**config.mk**
```make
export PLATFORM = sky130hd
export DESIGN_NAME = wheel_odometry_dead_reckoning
export DESIGN_NICKNAME = d
export VERILOG_FILES = /design/src/rtl/wodr_pkg.sv /design/src/rtl/wheel_odometry_dead_reckoning.sv /design/src/rtl/wodr_cordic.sv
export SDC_FILE = /design/constraint.sdc
export NUM_CORES = 2
export LEC_CHECK = 0
export BUFFER_PORTS_ARGS = -buffer_cell sky130_fd_sc_hd__buf_2
export CAP_MARGIN = 20
export CELL_PAD_IN_SITES_DETAIL_PLACEMENT = 1
export CELL_PAD_IN_SITES_GLOBAL_PLACEMENT = 1
export CORE_AREA = 3 3 350 352
export CTS_CLUSTER_SIZE = 20
export DETAILED_ROUTE_END_ITERATION = 7
export DIE_AREA = 0 0 353 355
export MAX_ROUTING_LAYER = met4
export PLACE_DENSITY_LB_ADDON = 0.1
export REMOVE_ABC_BUFFERS = 1
export SYNTH_ARGS = -nofsm -noshare
export SYNTH_HDL_FRONTEND = slang
export SYNTH_SLANG_ARGS = --single-unit
```
**constraint.sdc**
```tcl
create_clock -name i_clk -period 9.15 [get_ports i_clk]
set_input_delay 0.915 -clock i_clk [delete_from_list [all_inputs] [get_ports i_clk]]
set_output_delay 0.915 -clock i_clk [all_outputs]
set_load 0.1 [all_outputs]
```
**src/rtl/wodr_pkg.sv**
```systemverilog
// Shared types and constants for the wheel odometry dead-reckoning block.
// Used by wodr_cordic and wheel_odometry_dead_reckoning; depends on nothing.
package wodr_pkg;

    localparam int STEP_W         = 32;
    localparam int HEAD_W         = 16;
    localparam int POS_W          = 48;
    localparam int PROD_W         = 63;
    localparam int Z_W            = 33;
    localparam int ANGLE_IDX_W    = 5;
    localparam int ATAN_TABLE_SIZE = 24;

    localparam logic signed [30:0] GAIN_INV_Q30 = 31'sd652032874;
    localparam logic [7:0]         MAX_TRACKERS = 8'd255;

    localparam logic [29:0] ATAN_TABLE [ATAN_TABLE_SIZE] = '{
        30'h20000000, 30'h12E4051E, 30'h09FB385B, 30'h051111D4, 30'h028B0D43,
        30'h0145D7E1, 30'h00A2F61E, 30'h00517C55, 30'h0028BE53, 30'h00145F2F,
        30'h000A2F98, 30'h000517CC, 30'h00028BE6, 30'h000145F3, 30'h0000A2FA,
        30'h0000517D, 30'h000028BE, 30'h0000145F, 30'h00000A30, 30'h00000518,
        30'h0000028C, 30'h00000146, 30'h000000A3, 30'h00000051
    };

    typedef enum logic [1:0] {
        REQ_SAMPLE  = 2'd0,
        REQ_TRACK   = 2'd1,
        REQ_UNTRACK = 2'd2,
        REQ_SET_POS = 2'd3
    } t_req;

    typedef enum logic [2:0] {
        S_IDLE,
        S_CMP,
        S_MUL,
        S_ROT,
        S_WAIT,
        S_ADD,
        S_OUT
    } t_state;

    typedef struct packed {
        logic              start;
        logic [HEAD_W-1:0] heading;
    } t_cordic_ctl;

    typedef struct packed {
        logic busy;
        logic done;
    } t_cordic_sts;

endpackage

```
**src/rtl/wheel_odometry_dead_reckoning.sv**
```systemverilog
// Dead-reckoning position tracker: top level with request decode, averaging and saturation.
// Depends on wodr_pkg and instantiates wodr_cordic.
//
// One request word is taken at a time. Track, untrack, set-position and ignored samples
// give their result word in the cycle after acceptance, and a sample that only stores its
// average or does not move passes through S_CMP and then S_OUT. A motion sample that
// moves the tracker passes through S_CMP, S_MUL (one multiply), S_ROT (start of the
// single shared CORDIC stage, which performs one rotation step per cycle), S_WAIT and
// S_ADD (one saturating add) before S_OUT. The block is ready again in the cycle after
// its result word is taken. Positions are signed 48-bit with FRACTION_BITS fraction
// bits.
module wheel_odometry_dead_reckoning #(
    parameter int CORDIC_ITERATIONS = 16,
    parameter int FRACTION_BITS     = 16
) (
    input  logic                                 i_clk,
    input  logic                                 i_rst_n,
    input  logic                                 i_in_valid,
    output logic                                 o_in_ready,
    input  logic [1:0]                           i_req_type,
    input  logic signed [wodr_pkg::STEP_W-1:0]   i_left_steps,
    input  logic signed [wodr_pkg::STEP_W-1:0]   i_right_steps,
    input  logic [wodr_pkg::HEAD_W-1:0]          i_heading_angle,
    input  logic                                 i_sensors_ready,
    input  logic signed [wodr_pkg::POS_W-1:0]    i_new_x,
    input  logic signed [wodr_pkg::POS_W-1:0]    i_new_y,
    output logic                                 o_out_valid,
    input  logic                                 i_out_ready,
    output logic signed [wodr_pkg::POS_W-1:0]    o_pos_x_out,
    output logic signed [wodr_pkg::POS_W-1:0]    o_pos_y_out,
    output logic                                 o_tracking_active,
    output logic [7:0]                           o_tracker_count
);

    localparam int ITERS = (CORDIC_ITERATIONS > wodr_pkg::ATAN_TABLE_SIZE) ?
                           wodr_pkg::ATAN_TABLE_SIZE : CORDIC_ITERATIONS;
    localparam int CW    = FRACTION_BITS + 34;
    localparam int SW    = ((CW > wodr_pkg::POS_W) ? CW : wodr_pkg::POS_W) + 1;
    localparam int PW    = wodr_pkg::POS_W;

    wodr_pkg::t_state r_state, n_state;
    logic             r_mode, n_mode;
    logic [7:0]       r_total, n_total;
    logic [31:0]      r_last, n_last;
    logic             r_stale, n_stale;
    logic signed [PW-1:0] r_pos_x, n_pos_x, r_pos_y, n_pos_y;

    logic [31:0]                         r_avg;
    logic signed [31:0]                  r_delta;
    logic signed [wodr_pkg::PROD_W-1:0]  r_prod;
    logic [wodr_pkg::HEAD_W-1:0]         r_heading;

    wodr_pkg::t_cordic_ctl cordic_ctl;
    wodr_pkg::t_cordic_sts cordic_sts;
    logic signed [CW-1:0]  cordic_x, cordic_y;

    logic        accept;
    logic [32:0] step_sum, step_adj;
    logic [31:0] avg_now;
    logic signed [SW-1:0] sum_x, sum_y;

    function automatic logic signed [wodr_pkg::POS_W-1:0] sat_pos(
        input logic signed [SW-1:0] s
    );
        logic top_ones, top_zeros;
        top_ones  = &s[SW-1:wodr_pkg::POS_W-1];
        top_zeros = ~|s[SW-1:wodr_pkg::POS_W-1];
        if (top_ones || top_zeros) begin
            sat_pos = s[wodr_pkg::POS_W-1:0];
        end else begin
            sat_pos = {s[SW-1], {(wodr_pkg::POS_W-1){~s[SW-1]}}};
        end
    endfunction

    assign accept   = i_in_valid && o_in_ready;
    assign step_sum = {i_left_steps[31], i_left_steps} + {i_right_steps[31], i_right_steps};
    assign step_adj = step_sum + 33'(step_sum[32]);
    assign avg_now  = step_adj[32:1];
    assign sum_x    = SW'(r_pos_x) + SW'(cordic_x);
    assign sum_y    = SW'(r_pos_y) + SW'(cordic_y);

    always_comb begin
        n_state            = r_state;
        n_mode             = r_mode;
        n_total            = r_total;
        n_last             = r_last;
        n_stale            = r_stale;
        n_pos_x            = r_pos_x;
        n_pos_y            = r_pos_y;
        o_in_ready         = 1'b0;
        o_out_valid        = 1'b0;
        cordic_ctl.start   = 1'b0;
        cordic_ctl.heading = r_heading;
        unique case (r_state)
            wodr_pkg::S_IDLE: begin
                o_in_ready = 1'b1;
                if (i_in_valid) begin
                    n_state = wodr_pkg::S_OUT;
                    unique case (wodr_pkg::t_req'(i_req_type))
                        wodr_pkg::REQ_SAMPLE: begin
                            if (r_mode && i_sensors_ready) begin
                                n_state = wodr_pkg::S_CMP;
                            end
                        end
                        wodr_pkg::REQ_TRACK: begin
                            if (r_total != wodr_pkg::MAX_TRACKERS) begin
                                if (r_total == 8'd0 && !r_mode) begin
                                    n_mode  = 1'b1;
                                    n_stale = 1'b1;
                                end
                                n_total = r_total + 8'd1;
                            end
                        end
                        wodr_pkg::REQ_UNTRACK: begin
                            if (r_total != 8'd0) begin
                                n_total = r_total - 8'd1;
                                if (r_total == 8'd1) begin
                                    n_mode = 1'b0;
                                end
                            end
                        end
                        wodr_pkg::REQ_SET_POS: begin
                            n_pos_x = i_new_x;
                            n_pos_y = i_new_y;
                        end
                        default: ;
                    endcase
                end
            end
            wodr_pkg::S_CMP: begin
                n_last = r_avg;
                if (r_stale) begin
                    n_stale = 1'b0;
                    n_state = wodr_pkg::S_OUT;
                end else if (r_avg == r_last) begin
                    n_state = wodr_pkg::S_OUT;
                end else begin
                    n_state = wodr_pkg::S_MUL;
                end
            end
            wodr_pkg::S_MUL: begin
                n_state = wodr_pkg::S_ROT;
            end
            wodr_pkg::S_ROT: begin
                cordic_ctl.start = 1'b1;
                n_state          = wodr_pkg::S_WAIT;
            end
            wodr_pkg::S_WAIT: begin
                if (cordic_sts.done) begin
                    n_state = wodr_pkg::S_ADD;
                end
            end
            wodr_pkg::S_ADD: begin
                n_pos_x = sat_pos(sum_x);
                n_pos_y = sat_pos(sum_y);
                n_state = wodr_pkg::S_OUT;
            end
            wodr_pkg::S_OUT: begin
                o_out_valid = 1'b1;
                if (i_out_ready) begin
                    n_state = wodr_pkg::S_IDLE;
                end
            end
            default: begin
                n_state = wodr_pkg::S_IDLE;
            end
        endcase
    end

    always_ff @(posedge i_clk) begin
        if (!i_rst_n) begin
            r_state <= wodr_pkg::S_IDLE;
            r_mode  <= 1'b0;
            r_total <= 8'd0;
            r_last  <= 32'd0;
            r_stale <= 1'b1;
            r_pos_x <= '0;
            r_pos_y <= '0;
        end else begin
            r_state <= n_state;
            r_mode  <= n_mode;
            r_total <= n_total;
            r_last  <= n_last;
            r_stale <= n_stale;
            r_pos_x <= n_pos_x;
            r_pos_y <= n_pos_y;
        end
    end

    always_ff @(posedge i_clk) begin
        if (accept) begin
            r_avg     <= avg_now;
            r_heading <= i_heading_angle;
        end
        if (r_state == wodr_pkg::S_CMP) begin
            r_delta <= $signed(r_avg - r_last);
        end
        if (r_state == wodr_pkg::S_MUL) begin
            r_prod <= r_delta * wodr_pkg::GAIN_INV_Q30;
        end
    end

    wodr_cordic #(
        .ITERS         (ITERS),
        .FRACTION_BITS (FRACTION_BITS)
    ) u_cordic (
        .i_clk   (i_clk),
        .i_rst_n (i_rst_n),
        .i_ctl   (cordic_ctl),
        .i_prod  (r_prod),
        .o_sts   (cordic_sts),
        .o_x     (cordic_x),
        .o_y     (cordic_y)
    );

    assign o_pos_x_out       = r_pos_x;
    assign o_pos_y_out       = r_pos_y;
    assign o_tracking_active = r_mode;
    assign o_tracker_count   = r_total;

    a_mode_matches_count: assert property (@(posedge i_clk) disable iff (!i_rst_n)
        r_mode == (r_total != 8'd0))
        else $error("Tracking mode disagrees with the tracker count.");

    a_ready_excludes_valid: assert property (@(posedge i_clk) disable iff (!i_rst_n)
        !(o_in_ready && o_out_valid))
        else $error("Input ready while a result word is pending.");

    a_done_while_waiting: assert property (@(posedge i_clk) disable iff (!i_rst_n)
        cordic_sts.done |-> r_state == wodr_pkg::S_WAIT)
        else $error("Rotation finished outside the wait state.");

    a_result_held: assert property (@(posedge i_clk) disable iff (!i_rst_n)
        (o_out_valid && !i_out_ready) |=>
            ($stable(r_pos_x) && $stable(r_pos_y) && $stable(r_total)))
        else $error("Result word changed while stalled.");

endmodule

```
**src/rtl/wodr_cordic.sv**
```systemverilog
// Iterative CORDIC rotation of (x0, 0) by a binary-angle heading, one step per cycle.
// Depends on wodr_pkg for the angle table, widths and control structs.
module wodr_cordic #(
    parameter int ITERS         = 16,
    parameter int FRACTION_BITS = 16
) (
    input  logic                                  i_clk,
    input  logic                                  i_rst_n,
    input  wodr_pkg::t_cordic_ctl                 i_ctl,
    input  logic signed [wodr_pkg::PROD_W-1:0]    i_prod,
    output wodr_pkg::t_cordic_sts                 o_sts,
    output logic signed [FRACTION_BITS+33:0]      o_x,
    output logic signed [FRACTION_BITS+33:0]      o_y
);

    localparam int CW    = FRACTION_BITS + 34;
    localparam int SHIFT = 30 - FRACTION_BITS;
    localparam int IW    = $clog2(ITERS);

    logic signed [CW-1:0]           r_x, r_y, n_x, n_y;
    logic signed [wodr_pkg::Z_W-1:0] r_z, n_z;
    logic [IW-1:0]                  r_iter;
    logic                           r_busy, r_done;

    logic signed [CW-1:0]           x_init, x_sh, y_sh;
    logic                           fold;
    logic [31:0]                    z_word;
    logic signed [wodr_pkg::Z_W-1:0] atan_val;

    always_comb begin
        x_init = CW'(i_prod >>> SHIFT);
        fold   = ^i_ctl.heading[wodr_pkg::HEAD_W-1 -: 2];
        z_word = {i_ctl.heading[wodr_pkg::HEAD_W-1] ^ fold,
                  i_ctl.heading[wodr_pkg::HEAD_W-2:0], 16'b0};
        x_sh     = r_x >>> r_iter;
        y_sh     = r_y >>> r_iter;
        atan_val = $signed({3'b0, wodr_pkg::ATAN_TABLE[wodr_pkg::ANGLE_IDX_W'(r_iter)]});
        if (!r_z[wodr_pkg::Z_W-1]) begin
            n_x = r_x - y_sh;
            n_y = r_y + x_sh;
            n_z = r_z - atan_val;
        end else begin
            n_x = r_x + y_sh;
            n_y = r_y - x_sh;
            n_z = r_z + atan_val;
        end
    end

    always_ff @(posedge i_clk) begin
        if (!i_rst_n) begin
            r_busy <= 1'b0;
            r_done <= 1'b0;
            r_iter <= '0;
        end else if (i_ctl.start) begin
            r_busy <= 1'b1;
            r_done <= 1'b0;
            r_iter <= '0;
        end else if (r_busy) begin
            r_iter <= r_iter + IW'(1);
            if (r_iter == IW'(ITERS - 1)) begin
                r_busy <= 1'b0;
                r_done <= 1'b1;
            end
        end else begin
            r_done <= 1'b0;
        end
    end

    always_ff @(posedge i_clk) begin
        if (i_ctl.start) begin
            r_x <= fold ? -x_init : x_init;
            r_y <= '0;
            r_z <= $signed({z_word[31], z_word});
        end else if (r_busy) begin
            r_x <= n_x;
            r_y <= n_y;
            r_z <= n_z;
        end
    end

    assign o_sts.busy = r_busy;
    assign o_sts.done = r_done;
    assign o_x        = r_x;
    assign o_y        = r_y;

    a_start_idle: assert property (@(posedge i_clk) disable iff (!i_rst_n)
        i_ctl.start |-> !r_busy)
        else $error("CORDIC started while busy.");

    a_done_after_busy: assert property (@(posedge i_clk) disable iff (!i_rst_n)
        r_done |-> $past(r_busy))
        else $error("CORDIC done without a preceding iteration.");

endmodule
```
[Word-level counts from Yosys, hierarchy flattened]
Memories as Yosys holds them, arrays and structs flattened.
Cells that the tools add are included.
W data, S select, Z words.
Word-level totals
  memory bits (read-only): 960
  bits in registers: 422
  memories: 1
  word-level logic and storage cells: 139
  bits of input ports: 183
Cells by class
  shift-type cells: 2
  bitwise gates (word level): 6
  muxes and demuxes: 43
  multipliers: 1
  $add $sub $neg: 15
  reductions and logical operators: 28
  magnitude comparators: 1
  equality and inequality tests: 24
Memories
  (name not given): depth 32, bits a word 30, rd ports 1, clocked after memory_dff 0, write ports 0, line wodr_cordic.sv:37  | atan_val = $signed({3'b0, wodr_pkg::ATAN_TABLE[wodr_pkg::ANGLE_IDX_W'(r_iter)]});
Operators by type and width (count)
  $mux W48: 6
  $mux W50: 5
  $pmux W48 S2: 2
  $add A48 B50 Y51: 2
  $add A50 B50 Y50: 2
  $sshr A50 B4 Y50: 2
  $sub A50 B50 Y50: 2
  $mux W33: 3
  $mul A32 B30 Y62 const B: 1
  $mux W30: 2
  $neg A49 Y50: 1
  $add A32 B32 Y33: 1
  $add A33 B1 Y33: 1
  $add A33 B31 Y33: 1
  $sub A33 B31 Y33: 1
  $eq A32 B32 Y1: 1
  $sub A32 B32 Y32: 1
  $mux W3: 7
  $pmux W3 S7: 1
  $mux W8: 2
  $ne A2 B2 Y1 const B: 8
  $pmux W8 S2: 1
  $mux W1: 12
  $reduce_and A5 Y1: 2
  32 further kinds: 53

[Depth between registers and ports, before layout]
  depth after elaboration: 8
  mapped depth: 32
  depth with buffers taken out: 29

[Hierarchy]
From an unflattened synthesis, not the netlist that was laid out.
Unflattened totals
  cell total of the unflattened synthesis: 7058
  area total of the unflattened synthesis: 60979.7 µm²
Modules (own cells, without submodules)
  wheel_odometry_dead_reckoning: area each 40109.7 µm², sequential area each 7086.8 µm², cells an instance 4520, instances 1
  wodr_cordic: area each 20870.0 µm², sequential area each 3453.3 µm², cells an instance 2538, instances 1

[Least setup slack after synthesis]
No wires, ideal clock.
  path kind: reg2reg
  start point: register r_delta[31]
  end point: register r_prod[61] (netlist name) (data pin)
  setup time: 262 ps
  setup slack: 1428 ps
  arrival time: 7460 ps
  buffers on the path: 0
  stages on the path, launching flop included: 26
  cell sequence: edfxtp_1 > ha_1 > inv_1 > ha_1 > fa_1 > inv_1 > fa_1 > inv_1 > fa_1 > fa_1 > fa_1 > inv_1 > fa_1 > inv_1 > ha_1 > and3_1 > and3_1 > a31oi_1 > o21ai_0 > a21oi_1 > o21ai_0 > a21oi_1 > o31ai_1 > a211oi_1 > o21bai_1 > xor2_1
On the way
  word-level cells in the longest chain between the ends: 1
Ends and longest elaborated chain
  start, declared: line wheel_odometry_dead_reckoning.sv:49  | logic signed [31:0] r_delta;
  start signal, assigned: line wheel_odometry_dead_reckoning.sv:196  | r_delta <= $signed(r_avg - r_last);
  $mul A32 B30 Y62: line wheel_odometry_dead_reckoning.sv:199  | r_prod <= r_delta * wodr_pkg::GAIN_INV_Q30;
  end signal, assigned: line wheel_odometry_dead_reckoning.sv:199
  end, declared: line wheel_odometry_dead_reckoning.sv:50  | logic signed [wodr_pkg::PROD_W-1:0] r_prod;
No other way between the ends.
A chain may end at the register's enable or synchronous reset.

[Worst setup path in the final report]
  start point: register r_delta[4]
  end point: register r_prod[62] (netlist name) (data pin)
Same word-level chain as after synthesis.

==> results by stage <==
Run status:
- The flow ran to the end, and the final reports show no timing, DRC or antenna violations.

Timing:
- The shortest clock period the worst path allows after layout is 8.762 ns.
- The hold violation count in the final report is 0.
- Setup total negative slack on the finished layout was measured at 0 ns.
- The final worst slack is 0.3878 ns.
- The maximum operating frequency is 0.1141 GHz.
- Setup repair after global routing left no endpoint under its margin.
- The pin slew with the least headroom to its limit is 1.123 ns.
- The headroom to the max-slew limit is 23.17%.
- Setup violations remaining at the end of the flow were counted as 0.
- The final critical path takes up 95.76% of the cycle.
- The worst hold slack after final layout is 0.4013 ns.
- The max-slew violation total from the final report is 0.
- The final setup skew is 0.04547 ns.

Place:
- Input and output buffers added on the ports amount to 289.
- Including well taps, the total number of placed cells is 8,505.
- Once placement finished, the instance area stood at 62,740 sq um.
- Prior to clock tree synthesis, the placed netlist has a worst setup slack of 0.2784 ns.
- Summed over all nets, the half-perimeter wirelength after detailed placement is 184.1 mm.
- The routability-driven placement congestion ratio is 0.9999.

Flow run:
- The reported max-cap violation count is 0.

Global route:
- The global-route wire length before repair is 336.3 mm.
- Global routing consumed, over all layers together, 35.58% of the routing resources.
- Entering global routing, the biggest net connects 125 pins.
- The via count of the first global-routing pass is 54,550.
- The total overflow reported by the global router is 0.
- The number of antenna violations at the first check in global routing came to 2.

Final layout:
- Compared with the post-synthesis result, the final layout area differs by 8.256%.
- The ratio of cells with drive above 1 in the final layout is 10.15%.
- The finished layout holds 8,611 standard cells, fillers aside.
- The fraction of the core area covered by cells at the end of the flow is 54.01%.
- After routing the design area is 64,620 sq um.
- In the final design database the tool counted 8,250 nets.

Setup path:
- The startpoint kind of the worst setup timing path is a flop.
- The cell that appears most often on the critical path is sky130_fd_sc_hd__inv_1.
- Along the worst path, the maximum fanout reaches 8.
- In this design, the stage delay of the slowest critical-path cell is 0.55 ns.
- The critical path data arrival time is 9.17 ns.
- The sort of element at the end of the critical path is a flop.
- For flop-to-flop paths, the worst setup slack is 0.39 ns.
- The largest individual stage delay along the critical path comes from the cell sky130_fd_sc_hd__edfxtp_1.
- The required arrival time at the worst endpoint is 9.56 ns.
- The worst register-to-register path begins at r_delta[4].
- The end of the worst register-to-register path is r_prod[62].
- The worst setup path is of the reg2reg kind.
- The worst register-to-register path has a depth of 30.

Clock network:
- For this design, the sink count on the clock tree is 409.
- Buffers inserted during clock tree synthesis total 55.
- The H-tree depth is 2.
- Clock latency on the worst-skew pair, taken at its later pin, is 0.70 ns.
- In this run the deepest clock path goes through 3 buffers.
- TritonCTS built the clock tree.
- After clock tree synthesis, the clock-pin slew on the worst setup and hold paths is 0.06 ns.
- The number of hold buffers added after cts is 0.
- The clock root buffer is sky130_fd_sc_hd__clkbuf_16.

Synth:
- The distinct cell type count of the synthesized netlist is 92.
- The area fraction of the dominant cell type after synthesis is 14.52%.
- In the synthesized netlist, the number of instances is 6,788.
- Summing the sequential cell areas from Yosys gives 17.00% of the chip area.
- In this run, synthesis produced a sequential element count of 409.
- Counting flops with a built-in enable in the synthesized netlist gives 196.
- The predominant post-synthesis flop cell is sky130_fd_sc_hd__dfxtp_1.
- By count the netlist is led by sky130_fd_sc_hd__inv_1, sky130_fd_sc_hd__ha_1, sky130_fd_sc_hd__a21oi_1, sky130_fd_sc_hd__nand2_1, sky130_fd_sc_hd__fa_1.
- The Yosys step of the flow raised 0 warnings.
- After synthesis the cells add up to 59,690 sq um.
- The biggest area contributor in the post-synthesis netlist is sky130_fd_sc_hd__fa_1.
- The post-synthesis area per instance is 8.794 sq um.
- After synthesis, the cell types taking the most area are sky130_fd_sc_hd__fa_1, sky130_fd_sc_hd__ha_1, sky130_fd_sc_hd__edfxtp_1.
- In the synthesized netlist the async set-or-reset flop fraction comes to 0%.
- The most used standard cell by instance count after synthesis is sky130_fd_sc_hd__inv_1.

Min path:
- The worst hold path begins at i_heading_angle[6].
- The number of cells on the worst hold path is 1.
- The terminating pin of the worst hold path is r_heading[6].
- The worst min-delay path category is in2reg.

Floorplanning:
- From bottom edge to top edge, the die measures 355 um.
- The die outline area is 125,300 sq um.
- The starting utilization of the core area is 49.89%.
- The total area inside the core boundary comes to 119,700 sq um.
- The number of placed I/O pins is 290.
- The number of placement rows is 127.
- The die outline width is 353 um.

Routing:
- After detailed routing, the number of vias per cell comes to 6.132.
- The number of remaining DRC errors is 0.
- The final layout contains routed wiring with a total length of 221.6 mm.
- Across all layers, the routed design uses 52,800 vias.
- After detailed routing, the average wire length per cell comes to 25.73 um.
- In this run the remaining antenna-violating nets after routing total 0.
- The initial detailed-routing violation count is 3,743.
- Before antenna repair, the detailed router went through 5 iterations.

Power and ir drop:
- The power density over the cells is 439.4 nW/um^2.
- The peak supply drop is 581.8 uV.
- Summed over all cells, the static leakage comes to 29.60 nW.
- The post-route total power is 28.40 mW.
## where the power goes
part           switching, mW  internal [mW]  total, mW
Combinational           12.9           9.29       22.2
Sequential             0.568           3.35       3.91
Clock                  0.992           1.29       2.28
Total                   14.5           13.9       28.4
## kinds of logic after synthesis
kind of cell | synth area share (%)
AOI/OAI and AO/OA | 18.53
and+or+nand+nor | 12.68
adders and majority gates | 28.82
buffers and inverters | 7.057
xor gates and xnor gates | 8.495
DFF | 17.00
muxes | 7.416
## worst max-delay path by stage
| stage | start | end | slack (ns) | cells after the start |
|---|---|---|---|---|
| 6_report | r_delta[4] | r_prod[62] | 0.39 | 30 |
| 5_1_grt | r_delta[4] | r_prod[61] | 0.06 | 30 |
| 4_1_cts | r_delta[4] | r_prod[62] | 0.20 | 30 |
| 3_5_place_dp | r_delta[4] | r_prod[62] | 0.28 | 30 |
| 3_3_place_gp | r_delta[4] | r_prod[62] | 0.42 | 30 |
| 2_1_floorplan | u_cordic.r_iter[2] | u_cordic.o_x[49] | -1.26 | 22 |
## critical path: cells and delay by family (launching register included)
family / cells / cell delay, ns
simple gates: 2 / 0.35
buf+inv: 7 / 0.48
xor+xnor: 3 / 0.46
compound gates: 9 / 2.74
flops: 1 / 0.55
fa+ha+maj: 9 / 3.88
## cells in the final DEF (no fill, tap or decap), types with 42 or more instances in the layout
master / Yosys / routed
sky130_fd_sc_hd__inv_1: 813 / 809
sky130_fd_sc_hd__ha_1: 682 / 682
sky130_fd_sc_hd__a21oi_1: 538 / 538
sky130_fd_sc_hd__nand2_1: 520 / 520
sky130_fd_sc_hd__fa_1: 433 / 433
sky130_fd_sc_hd__o21ai_0: 390 / 389
sky130_fd_sc_hd__nor2_1: 368 / 364
sky130_fd_sc_hd__xnor2_1: 311 / 310
sky130_fd_sc_hd__buf_2: 34 / 289
sky130_fd_sc_hd__xor2_1: 268 / 268
sky130_fd_sc_hd__a21o_1: 238 / 238
sky130_fd_sc_hd__dfxtp_1: 213 / 208
sky130_fd_sc_hd__edfxtp_1: 196 / 196
sky130_fd_sc_hd__mux4_2: 123 / 123
sky130_fd_sc_hd__mux2i_1: 118 / 118
sky130_fd_sc_hd__nand3_1: 105 / 105
sky130_fd_sc_hd__nor3_1: 104 / 103
sky130_fd_sc_hd__buf_4: 5 / 78
sky130_fd_sc_hd__a31oi_1: 71 / 71
sky130_fd_sc_hd__nand2b_1: 70 / 70
sky130_fd_sc_hd__nor2b_1: 68 / 68
sky130_fd_sc_hd__o21bai_1: 62 / 62
sky130_fd_sc_hd__and3_1: 59 / 59
sky130_fd_sc_hd__nand4_1: 56 / 56
sky130_fd_sc_hd__a211oi_1: 56 / 56
sky130_fd_sc_hd__clkbuf_16: 0 / 56
sky130_fd_sc_hd__o21a_1: 46 / 46
sky130_fd_sc_hd__nor4_1: 43 / 42
## per-layer routing
layer	part of all wire, %	track usage, %	vias up
li1	-	-	24240
met1	42	44.22	26700
met2	48	59.38	1477
met3	4.8	3.224	381
met4	5.3	15.62	0
met5	0	-	-
## repair_timing
action,CTS,global route
setup buffers,0,0
resized for setup,0,1
hold endpoints to repair,0,0
endpoints found under the setup margin,0,3
## layout make-up
cell class	count	area, sq um
Clock inverter	38	369.1
Fill cell	14120	55030
Tap cell	1612	2017
Inverter	818	3072
Multi-Input combinational cell	5297	45400
Timing Repair Buffer	371	2103
Sequential cell	409	10170
Antenna cell	1	2.502
Clock buffer	65	1485
## flip-flops by register name, summed over array words and instances (netlist names), 4 cells and up
name and count:
r_last 32, u_cordic.o_x 50, o_pos_x_out 48, r_prod 49
r_avg 32, o_tracker_count 8, u_cordic.o_y 50, u_cordic.r_iter 4
o_pos_y_out 48, u_cordic.r_z 33, r_delta 32, r_heading 16
(Power assumes the default switching activity.)
